**config.mk**
```make
export PLATFORM = sky130hd
export DESIGN_NAME = lfu_record_cache
export DESIGN_NICKNAME = d
export VERILOG_FILES = /design/src/lrc_pkg.sv /design/src/lrc_ctrl.sv /design/src/lrc_dp.sv /design/src/lfu_record_cache.sv
export VERILOG_INCLUDE_DIRS = /design/src /design/src/src
export SDC_FILE = /design/constraint.sdc
export NUM_CORES = 2
export LEC_CHECK = 0
export BUFFER_PORTS_ARGS = -buffer_cell sky130_fd_sc_hd__buf_4
export CAP_MARGIN = 20
export CORE_MARGIN = 1.5
export CORE_UTILIZATION = 40
export CTS_BUF_LIST = sky130_fd_sc_hd__clkbuf_8
export DETAILED_ROUTE_END_ITERATION = 10
export PLACE_DENSITY = 0.68
export SLEW_MARGIN = 20
export SYNTH_ARGS = -nofsm -noshare
export SYNTH_HDL_FRONTEND = slang
export SYNTH_SLANG_ARGS = --single-unit
export TNS_END_PERCENT = 30
```
**constraint.sdc**
```tcl
create_clock -name i_clk -period 23.3 [get_ports i_clk]
set_clock_uncertainty 0.2 [all_clocks]
set_input_delay 1.165 -clock i_clk [delete_from_list [all_inputs] [get_ports i_clk]]
set_output_delay 1.165 -clock i_clk [all_outputs]
set_load 0.005 [all_outputs]
```
**src/lfu_record_cache_defines.svh**
```systemverilog
// ----------------------------------------------------------------------------
// lfu record cache assertion macros
// shared assertion helpers for the cache rtl, clocked on i_clk
// ----------------------------------------------------------------------------
`ifndef LFU_RECORD_CACHE_DEFINES_SVH
`define LFU_RECORD_CACHE_DEFINES_SVH

// checked only outside reset
`define LRC_ASSERT(lbl, prop, msg) \
    lbl: assert property (@(posedge i_clk) disable iff (!i_rst_n) prop) else $error(msg);

// checked on every edge, reset included
`define LRC_ASSERT_ALWAYS(lbl, prop, msg) \
    lbl: assert property (@(posedge i_clk) prop) else $error(msg);

`endif

```
**src/lrc_pkg.sv**
```systemverilog
// ----------------------------------------------------------------------------
// lrc_pkg
// types and constants shared by the lfu record cache modules
// ----------------------------------------------------------------------------
package lrc_pkg;

    localparam int DEF_ENTRIES = 8;
    localparam int REQ_W       = 2;
    localparam int KEY_W       = 16;
    localparam int WORD_W      = 32;
    localparam int PAY_W       = 4 * WORD_W;
    localparam int COUNT_W     = 16;
    localparam int SLOT_W      = 3;
    localparam int USED_W      = 4;
    localparam int IN_TDATA_W  = 144;
    localparam int OUT_TDATA_W = 168;
    localparam int OUT_TUSER_W = 2;

    typedef enum logic [REQ_W-1:0] {
        REQ_UPDATE = 2'd0,
        REQ_LOOKUP = 2'd1,
        REQ_CLEAR  = 2'd2
    } t_req;

    typedef enum logic [2:0] {
        S_IDLE,
        S_LOOK,
        S_BUMP,
        S_SCAN,
        S_EVICT
    } t_state;

    typedef struct packed {
        logic cap;
        logic look;
        logic fill;
        logic miss_resp;
        logic clear;
        logic bump;
        logic scan_start;
        logic scan;
        logic evict;
    } t_dp_cmd;

    typedef struct packed {
        logic [REQ_W-1:0] req;
        logic             hit;
        logic             full;
        logic             scan_done;
        logic             out_free;
    } t_dp_sts;

endpackage

```
**src/lrc_ctrl.sv**
```systemverilog
// ----------------------------------------------------------------------------
// lrc_ctrl
// request sequencer: tag lookup, count update, victim scan and response load
// ----------------------------------------------------------------------------
module lrc_ctrl (
    input  logic             i_clk,
    input  logic             i_rst_n,
    input  logic             s_axis_tvalid,
    output logic             s_axis_tready,
    input  lrc_pkg::t_dp_sts i_sts,
    output lrc_pkg::t_dp_cmd o_cmd
);
    import lrc_pkg::*;

    t_state r_state;
    t_state n_state;
    logic   upd_miss;

    assign upd_miss = (i_sts.req == REQ_UPDATE) && !i_sts.hit;

    always_ff @(posedge i_clk) begin
        if (!i_rst_n) begin
            r_state <= S_IDLE;
        end else begin
            r_state <= n_state;
        end
    end

    always_comb begin
        n_state = r_state;
        unique case (r_state)
            S_IDLE: begin
                if (s_axis_tvalid) begin
                    n_state = S_LOOK;
                end
            end
            S_LOOK: begin
                priority if (((i_sts.req == REQ_UPDATE) || (i_sts.req == REQ_LOOKUP))
                              && i_sts.hit) begin
                    n_state = S_BUMP;
                end else if (upd_miss && i_sts.full) begin
                    n_state = S_SCAN;
                end else if (i_sts.out_free) begin
                    n_state = S_IDLE;
                end else begin
                    n_state = S_LOOK;
                end
            end
            S_BUMP: begin
                if (i_sts.out_free) begin
                    n_state = S_IDLE;
                end
            end
            S_SCAN: begin
                if (i_sts.scan_done) begin
                    n_state = S_EVICT;
                end
            end
            S_EVICT: begin
                if (i_sts.out_free) begin
                    n_state = S_IDLE;
                end
            end
            default: begin
                n_state = S_IDLE;
            end
        endcase
    end

    always_comb begin
        o_cmd         = '0;
        s_axis_tready = 1'b0;
        unique case (r_state)
            S_IDLE: begin
                s_axis_tready = 1'b1;
                o_cmd.cap     = s_axis_tvalid;
            end
            S_LOOK: begin
                o_cmd.look       = 1'b1;
                o_cmd.fill       = upd_miss && !i_sts.full && i_sts.out_free;
                o_cmd.scan_start = upd_miss && i_sts.full;
                o_cmd.clear      = (i_sts.req == REQ_CLEAR) && i_sts.out_free;
                o_cmd.miss_resp  = i_sts.out_free &&
                                   (((i_sts.req == REQ_LOOKUP) && !i_sts.hit) ||
                                    ((i_sts.req != REQ_UPDATE) && (i_sts.req != REQ_LOOKUP) &&
                                     (i_sts.req != REQ_CLEAR)));
            end
            S_BUMP: begin
                o_cmd.bump = i_sts.out_free;
            end
            S_SCAN: begin
                o_cmd.scan = 1'b1;
            end
            S_EVICT: begin
                o_cmd.evict = i_sts.out_free;
            end
            default: begin
                o_cmd = '0;
            end
        endcase
    end

endmodule

```
**src/lrc_dp.sv**
```systemverilog
// ----------------------------------------------------------------------------
// lrc_dp
// tag registers, count and payload memories, victim scan and response register
// ----------------------------------------------------------------------------
`include "lfu_record_cache_defines.svh"

module lrc_dp #(
    parameter int CACHE_ENTRIES = lrc_pkg::DEF_ENTRIES
) (
    input  logic                            i_clk,
    input  logic                            i_rst_n,
    input  lrc_pkg::t_dp_cmd                i_cmd,
    output lrc_pkg::t_dp_sts                o_sts,
    input  logic [lrc_pkg::IN_TDATA_W-1:0]  s_axis_tdata,
    input  logic [lrc_pkg::REQ_W-1:0]       s_axis_tuser,
    output logic                            m_axis_tvalid,
    input  logic                            m_axis_tready,
    output logic [lrc_pkg::OUT_TDATA_W-1:0] m_axis_tdata,
    output logic [lrc_pkg::OUT_TUSER_W-1:0] m_axis_tuser
);
    import lrc_pkg::*;

    localparam int IDX_W = $clog2(CACHE_ENTRIES);
    localparam int TOT_W = $clog2(CACHE_ENTRIES + 1);

    // request capture
    logic [REQ_W-1:0] r_req;
    logic [KEY_W-1:0] r_key;
    logic [PAY_W-1:0] r_pay;

    // tags and valid bits
    logic [KEY_W-1:0]         r_keys [CACHE_ENTRIES];
    logic [CACHE_ENTRIES-1:0] r_valid;
    logic [TOT_W-1:0]         r_total;
    logic [TOT_W-1:0]         n_total;

    // memories
    logic [COUNT_W-1:0] cnt_mem [CACHE_ENTRIES];
    logic [PAY_W-1:0]   pay_mem [CACHE_ENTRIES];
    logic [COUNT_W-1:0] r_cnt_rd;
    logic [PAY_W-1:0]   r_pay_rd;
    logic               cnt_re;
    logic [IDX_W-1:0]   cnt_raddr;
    logic               cnt_we;
    logic [IDX_W-1:0]   cnt_waddr;
    logic [COUNT_W-1:0] cnt_wdata;
    logic               pay_we;
    logic [IDX_W-1:0]   pay_waddr;

    // match and free search
    logic             hit;
    logic [IDX_W-1:0] hit_idx;
    logic [IDX_W-1:0] free_idx;
    logic [IDX_W-1:0] r_idx;
    logic [COUNT_W-1:0] bumped;

    // victim scan
    logic               r_issue;
    logic [IDX_W-1:0]   r_scan_idx;
    logic               r_cmp_vld;
    logic [IDX_W-1:0]   r_cmp_idx;
    logic [COUNT_W-1:0] r_min;
    logic [IDX_W-1:0]   r_min_idx;

    // response register
    logic               r_o_valid;
    logic               r_o_hit;
    logic               r_o_repl;
    logic [SLOT_W-1:0]  r_o_slot;
    logic [PAY_W-1:0]   r_o_pay;
    logic [COUNT_W-1:0] r_o_cnt;
    logic [KEY_W-1:0]   r_o_ev;
    logic [USED_W-1:0]  r_o_used;
    logic               out_free;
    logic               load;
    logic [IDX_W-1:0]   res_idx;
    logic [IDX_W+SLOT_W-1:0] slot_ext;
    logic [TOT_W+USED_W-1:0] used_ext;

    always_comb begin
        hit      = 1'b0;
        hit_idx  = '0;
        free_idx = '0;
        for (int i = CACHE_ENTRIES - 1; i >= 0; i--) begin
            if (r_valid[i] && (r_keys[i] == r_key)) begin
                hit     = 1'b1;
                hit_idx = IDX_W'(i);
            end
            if (!r_valid[i]) begin
                free_idx = IDX_W'(i);
            end
        end
    end

    assign out_free = !r_o_valid || m_axis_tready;
    assign bumped   = (&r_cnt_rd) ? r_cnt_rd : r_cnt_rd + COUNT_W'(1);

    assign o_sts.req       = r_req;
    assign o_sts.hit       = hit;
    assign o_sts.full      = &r_valid;
    assign o_sts.scan_done = !r_issue && !r_cmp_vld;
    assign o_sts.out_free  = out_free;

    always_ff @(posedge i_clk) begin
        if (i_cmd.cap) begin
            r_req <= s_axis_tuser;
            r_key <= s_axis_tdata[KEY_W-1:0];
            r_pay <= s_axis_tdata[KEY_W +: PAY_W];
        end
        if (i_cmd.look) begin
            r_idx <= hit_idx;
        end
    end

    // count memory, one read and one write port
    assign cnt_re    = i_cmd.look || (i_cmd.scan && r_issue);
    assign cnt_raddr = i_cmd.scan ? r_scan_idx : hit_idx;
    assign cnt_we    = i_cmd.bump || i_cmd.fill || i_cmd.evict;
    assign cnt_waddr = i_cmd.bump ? r_idx : (i_cmd.fill ? free_idx : r_min_idx);
    assign cnt_wdata = i_cmd.bump ? bumped : COUNT_W'(1);

    always_ff @(posedge i_clk) begin
        if (cnt_we) begin
            cnt_mem[cnt_waddr] <= cnt_wdata;
        end
        if (cnt_re) begin
            r_cnt_rd <= cnt_mem[cnt_raddr];
        end
    end

    // payload memory
    assign pay_we    = (i_cmd.bump && (r_req == REQ_UPDATE)) || i_cmd.fill || i_cmd.evict;
    assign pay_waddr = cnt_waddr;

    always_ff @(posedge i_clk) begin
        if (pay_we) begin
            pay_mem[pay_waddr] <= r_pay;
        end
        if (i_cmd.look) begin
            r_pay_rd <= pay_mem[hit_idx];
        end
    end

    // tags
    always_ff @(posedge i_clk) begin
        if (i_cmd.fill) begin
            r_keys[free_idx] <= r_key;
        end else if (i_cmd.evict) begin
            r_keys[r_min_idx] <= r_key;
        end
    end

    always_comb begin
        n_total = r_total;
        if (i_cmd.clear) begin
            n_total = '0;
        end else if (i_cmd.fill) begin
            n_total = r_total + TOT_W'(1);
        end
    end

    always_ff @(posedge i_clk) begin
        if (!i_rst_n) begin
            r_valid <= '0;
            r_total <= '0;
        end else begin
            r_total <= n_total;
            if (i_cmd.clear) begin
                r_valid <= '0;
            end else if (i_cmd.fill) begin
                r_valid[free_idx] <= 1'b1;
            end
        end
    end

    // victim scan, one count read per cycle
    always_ff @(posedge i_clk) begin
        if (!i_rst_n) begin
            r_issue   <= 1'b0;
            r_cmp_vld <= 1'b0;
        end else if (i_cmd.scan_start) begin
            r_issue    <= 1'b1;
            r_cmp_vld  <= 1'b0;
            r_scan_idx <= '0;
        end else if (i_cmd.scan) begin
            r_cmp_vld <= r_issue;
            r_cmp_idx <= r_scan_idx;
            if (r_issue) begin
                if (r_scan_idx == IDX_W'(CACHE_ENTRIES - 1)) begin
                    r_issue <= 1'b0;
                end else begin
                    r_scan_idx <= r_scan_idx + IDX_W'(1);
                end
            end
            if (r_cmp_vld && ((r_cmp_idx == '0) || (r_cnt_rd < r_min))) begin
                r_min     <= r_cnt_rd;
                r_min_idx <= r_cmp_idx;
            end
        end
    end

    // response register
    assign load     = i_cmd.fill || i_cmd.miss_resp || i_cmd.clear || i_cmd.bump || i_cmd.evict;
    assign res_idx  = i_cmd.bump ? r_idx : (i_cmd.fill ? free_idx : r_min_idx);
    assign slot_ext = {SLOT_W'(0), res_idx};
    assign used_ext = {USED_W'(0), n_total};

    always_ff @(posedge i_clk) begin
        if (!i_rst_n) begin
            r_o_valid <= 1'b0;
        end else if (load) begin
            r_o_valid <= 1'b1;
        end else if (m_axis_tready) begin
            r_o_valid <= 1'b0;
        end
    end

    always_ff @(posedge i_clk) begin
        if (load) begin
            r_o_used <= used_ext[USED_W-1:0];
            r_o_hit  <= i_cmd.bump;
            r_o_repl <= i_cmd.evict;
            r_o_ev   <= i_cmd.evict ? r_keys[r_min_idx] : '0;
            if (i_cmd.bump || i_cmd.fill || i_cmd.evict) begin
                r_o_slot <= slot_ext[SLOT_W-1:0];
                r_o_cnt  <= i_cmd.bump ? bumped : COUNT_W'(1);
            end else begin
                r_o_slot <= '0;
                r_o_cnt  <= '0;
            end
            r_o_pay <= (i_cmd.bump && (r_req == REQ_LOOKUP)) ? r_pay_rd : '0;
        end
    end

    assign m_axis_tvalid = r_o_valid;
    assign m_axis_tuser  = {r_o_repl, r_o_hit};
    assign m_axis_tdata  = {1'b0, r_o_used, r_o_ev, r_o_cnt, r_o_pay, r_o_slot};

    `LRC_ASSERT(a_total_matches_valid, $countones(r_valid) == int'(r_total), "fill count off")
    `LRC_ASSERT(a_fill_has_room, i_cmd.fill |-> !(&r_valid), "fill with no free entry")
    `LRC_ASSERT(a_evict_only_full, (r_o_valid && r_o_repl) |-> (&r_valid), "evict while not full")
    `LRC_ASSERT_ALWAYS(a_reset_empties, !i_rst_n |=> (r_total == '0) && !r_o_valid,
        "reset left state")

endmodule

```
**src/lfu_record_cache.sv**
```systemverilog
// ----------------------------------------------------------------------------
// lfu_record_cache
// fully associative record cache with least-frequently-used replacement
// ----------------------------------------------------------------------------
// channel   dir  tdata                                          tuser
// s_axis    in   zone_id, temperature, smoke, humidity, risk    req_type
// m_axis    out  slot, payload words, use_count, evicted, used  hit, replaced
//
// miss fill, lookup miss, clear: accept, then tag compare with the response load
// hit on update or lookup: accept, tag compare and count memory read, then count bump
// eviction: accept, tag compare, victim scan, then evict; the scan reads one count per cycle
// reset empties the cache at once; no clearing pass
// a stalled m_axis holds the request in its final step until the transfer
// ----------------------------------------------------------------------------
module lfu_record_cache #(
    parameter int CACHE_ENTRIES = lrc_pkg::DEF_ENTRIES
) (
    input  logic                            i_clk,
    input  logic                            i_rst_n,
    input  logic                            s_axis_tvalid,
    output logic                            s_axis_tready,
    // zone_id, temperature_bits, smoke_bits, humidity_bits, risk_bits
    input  logic [lrc_pkg::IN_TDATA_W-1:0]  s_axis_tdata,
    // req_type
    input  logic [lrc_pkg::REQ_W-1:0]       s_axis_tuser,
    output logic                            m_axis_tvalid,
    input  logic                            m_axis_tready,
    // slot, out_temperature, out_smoke, out_humidity, out_risk, use_count,
    // evicted_zone, used_slots, zero pad
    output logic [lrc_pkg::OUT_TDATA_W-1:0] m_axis_tdata,
    // hit, replaced
    output logic [lrc_pkg::OUT_TUSER_W-1:0] m_axis_tuser
);
    import lrc_pkg::*;

    t_dp_cmd cmd;
    t_dp_sts sts;

    lrc_ctrl u_ctrl (
        .i_clk         (i_clk),
        .i_rst_n       (i_rst_n),
        .s_axis_tvalid (s_axis_tvalid),
        .s_axis_tready (s_axis_tready),
        .i_sts         (sts),
        .o_cmd         (cmd)
    );

    lrc_dp #(
        .CACHE_ENTRIES (CACHE_ENTRIES)
    ) u_dp (
        .i_clk         (i_clk),
        .i_rst_n       (i_rst_n),
        .i_cmd         (cmd),
        .o_sts         (sts),
        .s_axis_tdata  (s_axis_tdata),
        .s_axis_tuser  (s_axis_tuser),
        .m_axis_tvalid (m_axis_tvalid),
        .m_axis_tready (m_axis_tready),
        .m_axis_tdata  (m_axis_tdata),
        .m_axis_tuser  (m_axis_tuser)
    );

endmodule
```
==> metrics.md <==
| Metric | Value |
|---|---|
| Status | `finished clean` |
| Num rows | `150` |
| Netlist cell types | `70` |
| Clock sink count | `1785` |
| Hpwl dp | `87800 µm` |
| Hold Crit Start | `s_axis_tdata[74]` |
| Slew @ Worst Pin | `1.15 ns` |
| Clock-pin slew on the worst setup and hold paths | `about 0.060 ns` |
| Unrepaired setup endpoints after global routing | `false` |
| Slew headroom | `0.234` |
| Maxcap violations | `0` |
| Share of flip-flops with an asynchronous set or reset | `0` |
| Vias in the first global route | `38200` |
| Area contributors post-synth | `edfxtp_1, nor2_1, o22ai_1` |
| Wirelength, routed | `165000 µm` |
| Crit path max fanout | `roughly 130` |
| ANT nets after route | `0` |
| Final Hold Fails | `0` |
| Layout area overhead | `15.4%` |
| Post-route cell area | `approximately 78000 µm²` |
| Max incr delay on CP | `0.90 ns` |
| Share of cells above drive strength 1 | `0.172` |
| Power per Cell Area | `roughly 83 nW/µm²` |
| GRT Util Overall | `0.187` |
| Final setup TNS | `0 ns` |
| Crit path cell chain | `xor2_1, or4_1, nor4_1, a32oi_1, nand4b_1, buf_12, buf_4, o22ai_1, a2111oi_0, o21ai_1, a2111oi_1` |
| Total die area | `~170000 µm²` |
| Post_cts resized | `0` |
| Final worst-path setup slack | `17.18 ns` |
| Ys flop type | `edfxtp_1` |
| R2R Setup Slk | `roughly 17 ns` |
| CTS tree | `built` |
| Initial antenna violation count | `8` |
| Placed Area | `around 73000 µm²` |
| R2r endpoint | `u_dp.r_cnt_rd[3]` |
| FF+latch count, synth | `1785` |
| Die H | `just over 400 µm` |
| Critical path class | `reg -> reg` |
| Initial core utilization | `0.404` |
| Clock Root Buffer | `clkbuf_8` |
| Post-synth top area share | `0.785` |
| Setup bufs post-CTS | `0` |
| Min cycle time layout | `6.12 ns` |
| Max VDD drop | `0.0561 mV` |
| Part of the Yosys area used for sequential elements | `0.790` |
| Avg WL per Cell | `22.9 µm` |
| Via density | `5.30` |
| Clock Latency Late Sink | `1.03 ns` |
| Grt total ovfl | `0` |
| Setup-failing EPs final | `0` |
| Final Cycle Share | `0.263` |
| Pre-Repair DR Iteration Count | `5` |
| H-Tree Level Count | `5` |
| Slowest CP cell | `buf_4` |
| Detailed-route via count | `38200` |
| Non-filler cells, final | `7210` |
| Ys Warns | `0` |
| Syn Nets | `4494` |
| Slew Limit Fails | `0` |
| Placed instance count | `6680` |
| Die width | `~410 µm` |
| Syn Area/Cell | `around 16 µm²` |
| CP arrival | `6.74 ns` |
| WHS | `0.140 ns` |
| Req. time, crit path | `23.92 ns` |
| Clock buffer depth | `4` |
| Starting DRT DRC Count | `3365` |
| Cell Area, Synth | `just under 70000 µm²` |
| Worst Reg-to-Reg Cells | `11` |
| Drc violations | `0` |
| PortBufs | `320` |
| Max Freq | `0.163 GHz` |
| Hold WC Path Type | `in -> reg` |
| EDFF count, synth | `around 1800` |
| Reg2reg start | `u_dp.r_key[0]` |
| Cell depth of the worst hold path | `1` |
| Worst setup SP type | `register` |
| Total core area | `167000 µm²` |
| Area leader, netlist | `edfxtp_1` |
| Pre-CTS setup slack | `17.36 ns` |
| Worst Hold Path EP | `u_dp.r_pay[58]` |
| Post-Syn Instances | `4325` |
| Gpl congestion | `0.832` |
| Endpoint class of the critical path | `register` |
| CTS Buf Count | `~310` |
| Largest net degree at the start of global routing | `roughly 180` |
| First-pass GRT wire length | `242000 µm` |
| IO Count | `322` |
| Nets | `4958` |
| Cts hold-fix bufs | `2` |
| P_leak | `26.2 nW` |
## flip-flops by register name (all words and copies together), names as in the netlist, 8 cells and up
| name | flops |
|---|---|
| u_dp.cnt_mem | 128 |
| u_dp.pay_mem | 1024 |
| u_dp.r_cnt_rd | 16 |
| u_dp.r_key | 16 |
| u_dp.r_keys | 128 |
| u_dp.r_min | 16 |
| u_dp.r_o_cnt | 16 |
| u_dp.r_o_ev | 16 |
| u_dp.r_o_pay | 128 |
| u_dp.r_pay | 128 |
| u_dp.r_pay_rd | 128 |
| u_dp.r_valid | 8 |
## area by class of cell
type | instances | area, µm²
tap | 2204 | 2760
fill | 14200 | 89400
clock buffer | 319 | 4390
timing repair buffer | 384 | 3020
inverter | 36 | 135
clock inverter | 199 | 977
sequential | 1785 | 53400
multi-input combinational | 2273 | 13200
antenna | 10 | 25.0
## logic make-up (layout without fill, tap and decap cells)
group                    Yosys count  after routing  share of synthesized area
XOR/XNOR                         140            140                     0.0181
AND/OR/NAND/NOR                 1299           1299                     0.0870
multiplexers                      67             67                     0.0159
flip-flops                      1785           1785                      0.790
buffers and inverters            267            938                     0.0165
AO/OA/AOI/OAI                    747            747                     0.0686
other                              1             11                  0.0000555
adder cells (fa/ha/maj)           19             19                    0.00352
## worst max-delay path: cells and delay by family (launching register included)
family | cells | cell delay (ns)
AOI/OAI and AO/OA | 5 | 1.73
DFF | 1 | 0.80
and+or+nand+nor | 3 | 1.36
xor gates and xnor gates | 1 | 0.16
buffers and inverters | 2 | 1.34
## cells in the final DEF (no fill, tap or decap), types with 25 or more instances in the layout
cell / instances
edfxtp_1: 1767
clkinv_2: 28
o22ai_1: 271
and2_1: 138
o21ai_1: 60
nand2_1: 202
nor2_1: 595
mux4_2: 32
inv_1: 116
o21ai_0: 250
xor2_1: 41
mux2i_1: 34
xnor2_1: 99
nor3_1: 189
nand3_1: 30
a21oi_1: 26
nand4_1: 40
buf_4: 370
clkbuf_8: 319
clkinv_1: 72
a211oi_1: 25
## routing by layer
layer,track usage,part of all wire
met1,0.243,0.42
met2,0.311,0.49
met3,0.0395,0.064
met4,0.0672,0.028
met5,0,0.00010
## report_power, final
group | internal (mW) | total, mW | switching, mW
clock | 1.32 | 2.53 | 1.22
combinational | 0.0869 | 0.222 | 0.135
sequential | 3.66 | 3.74 | 0.0772
## Yosys cell counts (all sizes together), types with 40 or more instances
| cell type | instances |
|---|---|
| xor2 | 41 |
| and2 | 139 |
| edfxtp | 1767 |
| o22ai | 272 |
| xnor2 | 99 |
| nor3 | 193 |
| nand4 | 40 |
| nand2 | 202 |
| o21ai | 311 |
| buf | 75 |
| clkbuf | 156 |
| nor2 | 615 |
## how the worst max path moves through the flow
stage / from / end / slack, ns
2_1_floorplan: u_ctrl.r_state[1] / u_dp.pay_mem[7][0] / 1.47
3_3_place_gp: u_dp.r_key[0] / u_dp.r_cnt_rd[4] / 17.32
3_5_place_dp: u_dp.r_key[0] / u_dp.pay_mem[1][80] / 17.36
4_1_cts: u_dp.r_key[0] / u_dp.pay_mem[3][79] / 17.27
5_1_grt: u_dp.r_key[0] / u_dp.r_cnt_rd[4] / 16.87
6_report: u_dp.r_key[0] / u_dp.r_cnt_rd[3] / 17.18
## metrics by stage
stage / total power [mW] / utilization
finish: 6.49 / 0.466
global route: 6.72 / 0.466
CTS: 6.57 / 0.466
detailed placement: 4.03 / 0.433
global placement: 4.02 / 0.433
floorplan: 3.89 / -
(Power assumes the default switching activity.)
